[src/design/smts_pkg.sv]
`default_nettype none
package smts_pkg;

   localparam int FRAC_BITS = 16;

   localparam int KIND_W = 2;
   localparam int ST_PORT_W = 4;
   localparam int SLOT_W = 3;
   localparam int TGT_W = 4;
   localparam int CHANCE_W = FRAC_BITS + 1;
   localparam int CNTIN_W = 4;
   localparam int RAND_W = FRAC_BITS;
   localparam int SCALE_W = FRAC_BITS + 4;

   localparam int DEF_NUM_STATES = 16;
   localparam int DEF_MAX_EDGES = 8;

   // sized for up to 64 entries per list
   localparam int LIST_LOG = 6;
   localparam int BPROD_W = CHANCE_W + SCALE_W;
   localparam int BTERM_W = BPROD_W - FRAC_BITS;
   localparam int SUM_W = BTERM_W + LIST_LOG;
   localparam int BSUM_W = CHANCE_W + LIST_LOG;
   localparam int NUM_W = SUM_W + 1;
   localparam int DEN_W = BSUM_W + 1;
   localparam int MAG_W = SUM_W;
   localparam int DSR_W = BSUM_W;
   localparam int DVD_W = MAG_W + FRAC_BITS;
   localparam int QMAG_W = FRAC_BITS + 8;
   localparam int SMAG_W = QMAG_W + 1;
   localparam int SCL_W = SMAG_W + 1;
   localparam int NPROD_W = CHANCE_W + SMAG_W;
   localparam int NTERM_W = NPROD_W - FRAC_BITS;
   localparam int SS_W = NTERM_W + LIST_LOG + 2;

   localparam logic [QMAG_W-1:0] Q_LIMIT = '1;

   typedef enum logic [KIND_W-1:0] {
      KIND_WR_BAD     = 2'd0,
      KIND_WR_NEUTRAL = 2'd1,
      KIND_SET_COUNTS = 2'd2,
      KIND_SELECT     = 2'd3
   } kind_type;

   typedef struct packed {
      logic [TGT_W-1:0]    target;
      logic [CHANCE_W-1:0] chance;
   } edge_type;

endpackage
`default_nettype wire

[src/design/smts_edge_mem.sv]
`default_nettype none
module smts_edge_mem #(
   parameter int DEPTH = smts_pkg::DEF_NUM_STATES * smts_pkg::DEF_MAX_EDGES,
   parameter int ADDR_W = $clog2(DEPTH)
) (
   input  wire                     clock,
   input  wire                     wr_en,
   input  wire  [ADDR_W-1:0]       wr_addr,
   input  wire smts_pkg::edge_type wr_data,
   input  wire                     rd_en,
   input  wire  [ADDR_W-1:0]       rd_addr,
   output smts_pkg::edge_type      rd_data
);
   import smts_pkg::*;

   edge_type mem [DEPTH];
   edge_type rd_data_ff;

   always_ff @(posedge clock) begin
      if (wr_en) begin
         mem[wr_addr] <= wr_data;
      end
      if (rd_en) begin
         rd_data_ff <= mem[rd_addr];
      end
   end

   assign rd_data = rd_data_ff;
endmodule
`default_nettype wire

[config.mk]
export PLATFORM = sky130hd
export DESIGN_NAME = smts_edge_mem
export DESIGN_NICKNAME = d
export VERILOG_FILES = /design/src/design/smts_pkg.sv /design/src/design/smts_edge_mem.sv
export SDC_FILE = /design/constraint.sdc
export NUM_CORES = 2
export LEC_CHECK = 0
export BUFFER_PORTS_ARGS = -buffer_cell sky130_fd_sc_hd__buf_2
export CAP_MARGIN = 20
export CORE_MARGIN = 2
export CORE_UTILIZATION = 45
export DETAILED_ROUTE_END_ITERATION = 8
export SLEW_MARGIN = 20
export SYNTH_ARGS = -nofsm -noshare
export SYNTH_HDL_FRONTEND = slang
export SYNTH_SLANG_ARGS = --single-unit
export TNS_END_PERCENT = 30
[constraint.sdc]
create_clock -name clock -period 5.8 [get_ports clock]
set_clock_uncertainty 0.05 [all_clocks]
set_input_delay 1.16 -clock clock [delete_from_list [all_inputs] [get_ports clock]]
set_output_delay 1.16 -clock clock [all_outputs]
set_load 0.05 [all_outputs]
# Word level (Yosys, flattened, before mapping)
# Memory sizes are Yosys's and may differ from the RTL's. A register that Yosys moved wholly into a read port is not among the register bits.
# Cells that the tools add are included.
# classes
n_mux,2
# ops
operator,n
1-bit 2-to-1 mux,2
# totals
mem_count,1
word_cells,3
register_bits,0
output_inout_bits,21
mem_bits_rw,2688
in_bits,38
# memory_table
name,depth,word_bits,read_ports,rd_clocked_by_memory_dff,wr,line,source
mem,128,21,1,1,1,smts_edge_mem.sv:16,edge_type mem [DEPTH];

# Depth between registers and ports, before layout
# logic_depth
ltp_word,2
depth_mapped,8
mapped_depth_nobuf,4

# Worst setup path before layout
# Ideal clock, no wire load.
# synth_timing
path_type,input port to flip-flop
start,input rd_addr[2]
end,register rd_data[0] (netlist name)
path_stages,8
arrival_time_ns,3.657
path_slack_ns,1.833
setup_ns,0.260
path_buffers,4
path_cell_list,clkbuf_1 > buf_2 > clkbuf_1 > buf_1 > mux4_2 > mux4_2 > mux4_2 > mux2_2
# synth_rtl
item,line,source
"start, declared",smts_edge_mem.sv:11,"input wire [ADDR_W-1:0] rd_addr,"

==> results.cfg <==
[setup_path]
r2r_slack_ns = 3.05
path_max_fanout = 43
r2r-end = rd_data[15]
crit_chain = buf_8 -> buf_12 -> buf_12 -> mux4_2 -> mux4_2 -> mux4_2 -> mux2_2
worstPathBufferInverterCount = 3
cp.arrival_ns = 4.29
crit_path_top_delay_cell = mux4_2
worst_ep_required_time_ns = 6.40
start_kind = input pin
crit_cells = 7
worstSetupPathType = in -> reg
slowest_delay_ns = 0.62
cpMostUsedCell = mux4_2
reg2reg_depth = 4
cp_top_family = multiplexers
cp-end-kind = register
worstReg2RegStart = mem[71][15]

[drt]
drt_wl_total_mm = 261
ant_nets = 0
routed_via_density = 6.10
route.detailed.drc = 0
firstDrtPassIters = 7
num_vias = 46300
wl_per_cell_um = 34.4
drtIter0Drc = 5808

[sta]
max_freq_mhz = 271
fin_tns_setup_ns = 0
worst_pin_slew_ns = 1.08
setup_viol = 0
rsz0062_at_grt = false
drv_slew = 0
fin_crit_sh_pct = 63.6
slew_headroom_pct = 28.1
post-route-min-period_ns = 3.69
hold_viol = 0
fin_ws_ns = 2.11

[yosys]
synth_flop_cell = edfxtp_1
ys_async_sr_fraction_pct = 0
ys_seq_area_share_pct = 78.9
synth_top_cell_by_area = edfxtp_1
syn_area_mm2 = 0.103
ys_types = 15
synthesis.instances = 3995
synth_edf_count = 2709
ys_seq_elements = 2709
synth_area_leaders = edfxtp_1, mux4_2, clkbuf_1, nor2_1, buf_2
synth_most_common_cell = edfxtp_1
netlist_top_cells_count = edfxtp_1, mux4_2, clkbuf_1, nor2_1, buf_2
synth.avg_cell_area_um2 = 25.8
yosysTopAreaCellShare_pct = 78.9
ys_warn_count = 0
synth_nets = 4033

[min_path]
hold_end = mem[2][18]
hp-class = in -> reg
min_from = wr_data[18]
hold_depth = 1

[pwr]
ir_worst_vdd_v = 0.000333
p_leak_nw = 35.9
power_density_mw_per_mm2 = 345
power_mw = 40.4

[global_route]
grt_pass1_wl_mm = 367
grt_pass1_vias = 47100
grtUsageTotal_pct = 22.7
grt_max_degree = 87
antenna_found_initial = 34
overflow = 0

[floorplanning]
die-area_mm2 = 0.233
fp.dieH_um = 483
core-area_mm2 = 0.227
start_util_pct = 45.3
pin_count = 59
dieWidth_um = 483
num_rows = 175

[cells_and_area]
drive_gt1_share_pct = 36.6
instances_no_fill = 7587
area_growth_pct = 13.7
seq_area_mm2 = 0.0813
finish.utilization_pct = 51.5
nets = 4400
multi_input_area_mm2 = 0.0212
fillerInstances = 17200

[clocking]
cts_max_level = 5
cts_root_buffer = clkbuf_16
path_clk_slew_ns = 0.06
ctsResizeCount = 0
cts_tree = yes
cts_buffers = 287
post_cts_buffers = 0
clk_latency_ns = 0.95
holdBufCountCts = 0
cts.path.max_buffers = 4
cts.sinks = 2709

[place]
dp.cells = 7082
gp_congestion = 0.805
dp_hpwl_mm = 146
portBuffers = 58
pre_cts_ws_ns = 1.14

[job]
cap_violations = 0

[outcome]
status = finished clean
stage by stage:
step / hold slack [ns] / cell area, µm²
6_report: 0.708 / 117000
5_1_grt: 0.703 / 117000
4_1_cts: 0.661 / 117000
3_5_place_dp: 1.15 / 109000
3_3_place_gp: 1.14 / 109000
2_1_floorplan: 1.10 / 103000
kinds of logic after synthesis:
group | after synthesis | share of synthesized area [%]
buf+inv | 213 | 0.918
flops | 2709 | 78.9
mux | 903 | 19.5
simple gates | 170 | 0.676
worst max path at each step:
stage | from | endpoint
finish | rd_addr[0] | rd_data[2]
global route | rd_addr[0] | rd_data[2]
CTS | rd_addr[0] | rd_data[2]
detailed placement | rd_addr[0] | rd_data[4]
global placement | rd_addr[0] | rd_data[4]
floorplan | rd_addr[2] | rd_data[0]
layer usage:
layer,share of wire (%),GRT usage (%),routed length [µm]
met1,41,32.4,106000
met2,49,35.9,127000
met3,7.9,4.24,20700
met4,2.8,6.83,7180
met5,0.014,0,37
cell type report:
| cell class | count | area share, % |
|---|---|---|
| Clock buffer | 354 | 6.41 |
| Multi-Input combinational cell | 1073 | 18.1 |
| Tap cell | 3009 | 3.21 |
| Clock inverter | 131 | 0.660 |
| Timing Repair Buffer | 291 | 2.21 |
| Sequential cell | 2709 | 69.4 |
| Antenna cell | 20 | 0.0427 |
flip-flops by register name (all words and copies together) (netlist names):
register	flops
rd_data	21
mem	2688
worst reg2reg max path: stages (launching register included):
cell	delay (ns)
edfxtp_1	0.37
mux4_2	0.48
mux4_2	0.59
mux4_2	0.66
mux2_2	0.31
where the power goes:
group | leakage [nW] | total, mW | internal, mW | switching (mW)
logic | 7.45 | 2.09 | 0.811 | 1.28
registers | 24.4 | 21.7 | 21.6 | 0.0431
clock network | 4.05 | 16.6 | 9.45 | 7.17
total | 35.9 | 40.4 | 31.9 | 8.49
cells in the final DEF (no fill, tap or decap), types with 5 or more instances in the layout:
master and count:
edfxtp_1 2709, mux4_2 882, clkbuf_16 291, buf_4 219, nor2_2 113, clkinv_1 76, clkbuf_1 63, clkinv_2 36
buf_12 36, buf_2 32, mux2_2 21, diode_2 20, nand2_1 14, nand3_1 11, nor3_2 9, nor2b_1 7
bufinv_16 7, nor2_4 6, clkinvlp_4 6, inv_6 5
Power figures use the tool's default switching activity.
