<file path="config.mk">
export PLATFORM = sky130hd
export DESIGN_NAME = smts_div
export DESIGN_NICKNAME = d
export VERILOG_FILES = /design/src/design/smts_pkg.sv /design/src/design/smts_div.sv
export SDC_FILE = /design/constraint.sdc
export NUM_CORES = 1
export LEC_CHECK = 0
export ABC_AREA = 1
export BUFFER_PORTS_ARGS = -buffer_cell sky130_fd_sc_hd__buf_2
export CAP_MARGIN = 20
export CELL_PAD_IN_SITES_DETAIL_PLACEMENT = 1
export CELL_PAD_IN_SITES_GLOBAL_PLACEMENT = 2
export CORE_UTILIZATION = 35
export DETAILED_ROUTE_END_ITERATION = 12
export GPL_ROUTABILITY_DRIVEN = 1
export PLACE_DENSITY = 0.87
export SYNTH_ARGS = -nofsm -noshare
export SYNTH_HDL_FRONTEND = slang
export SYNTH_SLANG_ARGS = --single-unit
</file>
<file path="constraint.sdc">
create_clock -name clock -period 8.2 [get_ports clock]
set_clock_uncertainty 0.2 [all_clocks]
set_input_delay 1.23 -clock clock [delete_from_list [all_inputs] [get_ports clock]]
set_output_delay 1.23 -clock clock [all_outputs]
set_load 0.05 [all_outputs]
</file>
<file path="src/design/smts_pkg.sv">
`default_nettype none
package smts_pkg;

   localparam int FRAC_BITS = 16;

   localparam int KIND_W = 2;
   localparam int ST_PORT_W = 4;
   localparam int SLOT_W = 3;
   localparam int TGT_W = 4;
   localparam int CHANCE_W = FRAC_BITS + 1;
   localparam int CNTIN_W = 4;
   localparam int RAND_W = FRAC_BITS;
   localparam int SCALE_W = FRAC_BITS + 4;

   localparam int DEF_NUM_STATES = 16;
   localparam int DEF_MAX_EDGES = 8;

   // sized for up to 64 entries per list
   localparam int LIST_LOG = 6;
   localparam int BPROD_W = CHANCE_W + SCALE_W;
   localparam int BTERM_W = BPROD_W - FRAC_BITS;
   localparam int SUM_W = BTERM_W + LIST_LOG;
   localparam int BSUM_W = CHANCE_W + LIST_LOG;
   localparam int NUM_W = SUM_W + 1;
   localparam int DEN_W = BSUM_W + 1;
   localparam int MAG_W = SUM_W;
   localparam int DSR_W = BSUM_W;
   localparam int DVD_W = MAG_W + FRAC_BITS;
   localparam int QMAG_W = FRAC_BITS + 8;
   localparam int SMAG_W = QMAG_W + 1;
   localparam int SCL_W = SMAG_W + 1;
   localparam int NPROD_W = CHANCE_W + SMAG_W;
   localparam int NTERM_W = NPROD_W - FRAC_BITS;
   localparam int SS_W = NTERM_W + LIST_LOG + 2;

   localparam logic [QMAG_W-1:0] Q_LIMIT = '1;

   typedef enum logic [KIND_W-1:0] {
      KIND_WR_BAD     = 2'd0,
      KIND_WR_NEUTRAL = 2'd1,
      KIND_SET_COUNTS = 2'd2,
      KIND_SELECT     = 2'd3
   } kind_type;

   typedef struct packed {
      logic [TGT_W-1:0]    target;
      logic [CHANCE_W-1:0] chance;
   } edge_type;

endpackage
`default_nettype wire

</file>
<file path="src/design/smts_div.sv">
`default_nettype none
module smts_div (
   input  wire                         clock,
   input  wire                         reset,
   input  wire                         start,
   input  wire  [smts_pkg::DVD_W-1:0]  dividend,
   input  wire  [smts_pkg::DSR_W-1:0]  divisor,
   output logic                        done,
   output logic [smts_pkg::DVD_W-1:0]  quotient
);
   import smts_pkg::*;

   localparam int CNT_W = $clog2(DVD_W + 1);

   logic              busy_ff;
   logic              done_ff;
   logic [CNT_W-1:0]  cnt_ff;
   logic [DSR_W-1:0]  rem_ff;
   logic [DVD_W-1:0]  quo_ff;
   logic [DSR_W-1:0]  dsr_ff;
   logic [DSR_W:0]    rem_sh;
   logic [DSR_W+1:0]  diff;

   // restoring division, one quotient bit per cycle
   assign rem_sh = {rem_ff, quo_ff[DVD_W-1]};
   assign diff = {1'b0, rem_sh} - {2'b00, dsr_ff};

   always_ff @(posedge clock) begin
      if (reset) begin
         busy_ff <= 1'b0;
         done_ff <= 1'b0;
         cnt_ff <= '0;
      end else begin
         done_ff <= 1'b0;
         if (start) begin
            busy_ff <= 1'b1;
            cnt_ff <= CNT_W'(DVD_W);
            rem_ff <= '0;
            quo_ff <= dividend;
            dsr_ff <= divisor;
         end else if (busy_ff) begin
            if (!diff[DSR_W+1]) begin
               rem_ff <= diff[DSR_W-1:0];
               quo_ff <= {quo_ff[DVD_W-2:0], 1'b1};
            end else begin
               rem_ff <= rem_sh[DSR_W-1:0];
               quo_ff <= {quo_ff[DVD_W-2:0], 1'b0};
            end
            cnt_ff <= cnt_ff - CNT_W'(1);
            if (cnt_ff == CNT_W'(1)) begin
               busy_ff <= 1'b0;
               done_ff <= 1'b1;
            end
         end
      end
   end

   assign done = done_ff;
   assign quotient = quo_ff;
endmodule
`default_nettype wire

</file>
Word-level counts from Yosys, hierarchy flattened
Index checks and enable logic that the tools add are counted.

storage, ports and cells
  input bits = 69
  logic and storage cells = 28
  bits in registers = 97
  output and inout port bits = 44

cells by class
  bitwise gates (word level) = 2
  multiplexer cells = 11
  eq/ne operators = 1
  add/sub/neg operators = 2
  reductions and logical operators = 5

operators with widths
  kind                   count
  $mux W43               2
  $mux W23               2
  $sub A24 B23 Y25       1
  $mux W6                2
  $eq A6 B1 Y1 const B   1
  $sub A6 B1 Y6 const B  1
  $mux W1                5
  $reduce_and A2 Y1      2
  $reduce_or A3 Y1       1
  $not A1 Y1             2
  $reduce_bool A2 Y1     1
  $reduce_or A2 Y1       1

Depth between registers and ports, before layout
  depth in word-level cells = 4
  gate-level depth with buffers = 14
  mapped depth without buffers = 14

Worst setup path before layout
Ideal clock, no wire load.

  path type = input port to flip-flop
  start = in start
  end = reg quo_ff[0], in the netlist quotient[0] (enable)
  buffers on the path = 0
  data required time = 7.508 ns
  setup slack = 3.430 ns
  setup time = 0.492 ns
  stages = 2
  data arrival time = 4.078 ns
  cells stage by stage = nor2_1 nor2_1

between the ends
  longest elaborated chain between the ends = 2

RTL lines
  item                          RTL line        text
  start, declared               smts_div.sv:5   input wire start,
  $reduce_bool A2 Y1 (no line)  --
  $reduce_and A2 Y1 (no line)   --
  end signal, assigned          smts_div.sv:39  quo_ff <= dividend;
  end signal, assigned          smts_div.sv:44  quo_ff <= {quo_ff[DVD_W-2:0], 1'b1};
  end signal, assigned          smts_div.sv:47  quo_ff <= {quo_ff[DVD_W-2:0], 1'b0};
  end, declared                 smts_div.sv:19  logic [DVD_W-1:0] quo_ff;

Every way passes these cells.
A chain may end at the register's enable or synchronous reset.

Final worst setup path
  start = in start
  end = reg rem_ff[18] (enable)

between the ends
  longest elaborated chain between the ends = 2

RTL lines
  item                          RTL line        text
  $reduce_bool A2 Y1 (no line)  --
  $reduce_and A2 Y1 (no line)   --
  end signal, assigned          smts_div.sv:43  rem_ff <= diff[DSR_W-1:0];
  end signal, assigned          smts_div.sv:46  rem_ff <= rem_sh[DSR_W-1:0];
  end, declared                 smts_div.sv:18  logic [DSR_W-1:0] rem_ff;

Every way passes these cells.

==> metrics.csv <==
stage;metric;value;unit
timing;drv_slew;0;
critical_path;start_kind;input port;
placed_design;dp_hpwl;11000;microns
power;power.switching;0.000474;W
cells_and_area;final_util;42.7;%
clock_network;clk_pin_slew;0.07;ns
route;vias_per_cell;4.64;
cells_and_area;area_growth;19.2;%
job;cap_violations;0;
route;first_pass_iters;4;
clock_network;cts.path.max_buffers;2;
timing;maxSlewHeadroom;35.4;%
cells_and_area;num-fill-cells;1952;
synthesis;synthFlopType;edfxtp_1;
cells_and_area;diodes;0;
clock_network;cts-hold-fix-buffers;0;
floorplanning;fp.dieArea;16700;sq um
route;wire_per_inst;14.3;microns
synthesis;syn_nets;786;
timing;setup-tns-final;0;ns
floorplanning;io-pin-count;113;
grt;grt_max_degree;69;
synthesis;synth-edff-count;89;
timing;period_share;41.9;%
route;route.detailed.drc;0;
floorplanning;die_w;129;microns
hold_path;hp-start;quotient[31];
timing;rsz0062_at_grt;no;
route;vias;4745;
placed_design;gp_congestion;0.812;
clock_network;cts_tree;yes;
synthesis;synth_warnings;0;
power;p_seq_share;42.9;%
grt;grt_antenna_before_repair;0;
grt;grt_usage;18.7;%
critical_path;crit_fanout;49;
timing;worst_pin_slew;0.967;ns
synthesis;synth.distinct_cells;36;
cells_and_area;fin_nets;897;
timing;setup_viol;0;
route;antenna_left;0;
critical_path;crit_type;input port to register;
floorplanning;rows;46;
power;p_per_area;210;nW/um^2
critical_path;cp-startpoint;start;
power;power_leakage;3.32;nW
hold_path;hold_class;register to register;
synthesis;synth-seq-cells;97;
clock_network;cts-resized-gates;0;
power;cell_internal_pwr;0.000946;W
clock_network;clock-root-buffer;clkbuf_16;
placed_design;port_buffers;112;
floorplanning;dieHeight;129;microns
floorplanning;core;15800;sq um
clock_network;clk_latency;0.35;ns
synthesis;syn-mean-instance-area;8.20;sq um
grt;grt_first_pass_wirelength;24000;microns
synthesis;synthCells;691;
synthesis;ys_seq_area_share;50.0;%
timing;hold_ws;0.345;ns
cells_and_area;final_area;6760;sq um
power;p_clk_share;31.2;%
synthesis;async_flop_share;0;%
critical_path;endpoint_kind;register;
critical_path;reg2reg_from;quotient[42];
floorplanning;start_util;35.8;%
clock_network;cts.sinks;97;
timing;final-hold-violation-count;0;
clock_network;postCtsSetupBuffers;0;
synthesis;syn_area;5670;sq um
grt;grt_pass1_vias;4994;
power;p_sw_share;33.4;%
cells_and_area;fin_cells;1023;
route;drt_first_iter_violations;145;
clock_network;h-tree-depth;3;
power;irDropWorstVdd;0.107;mV
critical_path;critPathRequiredTime;8.00;ns
power;p_comb_share;25.9;%
critical_path;arrival;3.23;ns
placed_design;postPlaceCellArea;6450;sq um
run_status;status;complete, no violations;
cells_and_area;drive_gt1_share;20.2;%
grt;grt_overflow;0;
timing;max_freq;291;MHz
timing;timing.final.crit_period;3.43;ns
clock_network;cts_buffers;9;
placed_design;place_inst;1007;
route;routed_wl;14600;microns
-- cell families after synthesis --
group / Yosys count / share of synthesized area, %
AND/OR/NAND/NOR: 370 / 26.9
buffers and inverters: 127 / 8.90
flip-flops: 97 / 50.0
AO/OA/AOI/OAI: 58 / 6.31
adder cells (fa/ha/maj): 26 / 5.87
XOR/XNOR: 13 / 2.01
-- through the flow --
stage	setup slack (ns)	power (W)
2_1_floorplan	3.43	0.000896
3_3_place_gp	4.41	0.000982
3_5_place_dp	4.29	0.000992
4_1_cts	4.68	0.00144
5_1_grt	4.55	0.00150
6_report	4.77	0.00142
-- metal layers --
layer | vias up | global-route usage [%] | routed length [microns]
met4 | 0 | 7.82 | 288
li1 | 2421 | - | -
met1 | 2207 | 22.4 | 6600
met3 | 20 | 3.92 | 731
met2 | 97 | 32.7 | 6980
met5 | - | 0 | 0
-- path summary, 6_finish.rpt --
kind / to / slack, ns / cells after the start
max: rem_ff[18] / 4.77 / 5
min: quotient[32] / 0.35 / 2
max reg2reg: rem_ff[17] / 5.19 / 14
min reg2reg: quotient[32] / 0.35 / 2
-- final cells by class --
class	instances	area (sq um)	area share, %
clock buffer	9	225	3.33
clock inverter	7	78.8	1.17
inverter	111	417	6.17
multi-input combinational	467	2340	34.7
sequential	97	2830	41.9
tap	216	270	4.00
timing repair buffer	116	591	8.74
-- flip-flops by register name (all words and copies together), names as in the netlist --
register  flops
quotient     43
dsr_ff       23
rem_ff       23
cnt_ff        6
busy_ff       1
done          1
-- critical path, cell delays in order --
cell	delay, ns
buf_2	0.07
buf_4	0.40
nor2_1	0.19
nor2_4	0.77
buf_4	0.55
-- layout by cell type, fill, tap and decap left out, types with 6 or more instances in the layout --
master       n
a21oi_1     16
a21oi_2     15
buf_2      112
clkbuf_16    9
dfxtp_1      8
edfxtp_1    89
ha_1        25
inv_1      106
nand2_1    275
nand3_1     28
nand4_1      6
nor2_1      38
o21ai_0      6
o21ai_1     16
xnor2_1     11
-- cell usage after synthesis (2+ instances only) --
| cell type | n | share of area (%) |
|---|---|---|
| nand2_2 | 4 | 0.44 |
| xnor2_1 | 11 | 1.7 |
| clkbuf_1 | 8 | 0.53 |
| o21ai_1 | 16 | 1.4 |
| dfxtp_1 | 8 | 2.8 |
| inv_2 | 3 | 0.20 |
| nand2_1 | 275 | 18 |
| nor3_1 | 4 | 0.35 |
| nand3b_1 | 3 | 0.40 |
| edfxtp_1 | 89 | 47 |
| o21ai_0 | 6 | 0.53 |
| nand3_1 | 28 | 2.5 |
| clkinv_1 | 2 | 0.13 |
| nor2_4 | 2 | 0.40 |
| xor2_1 | 2 | 0.31 |
| nor4_1 | 2 | 0.22 |
| buf_6 | 3 | 0.60 |
| a21oi_1 | 16 | 1.4 |
| nor2_1 | 40 | 2.6 |
| nand4_1 | 6 | 0.66 |
| ha_1 | 25 | 5.5 |
| inv_1 | 106 | 7.0 |
| a21oi_2 | 15 | 2.3 |
| buf_1 | 3 | 0.20 |
| o21a_1 | 3 | 0.40 |
-- power by group through the flow --
stage               Sequential [W]  Combinational, W  Clock (W)
floorplan                 0.000667          0.000230          0
global placement          0.000619          0.000363          0
detailed placement        0.000620          0.000372          0
CTS                       0.000610          0.000374   0.000457
global route              0.000614          0.000413   0.000469
finish                    0.000610          0.000368   0.000443
Note: power is estimated with default switching activity, not from simulation.
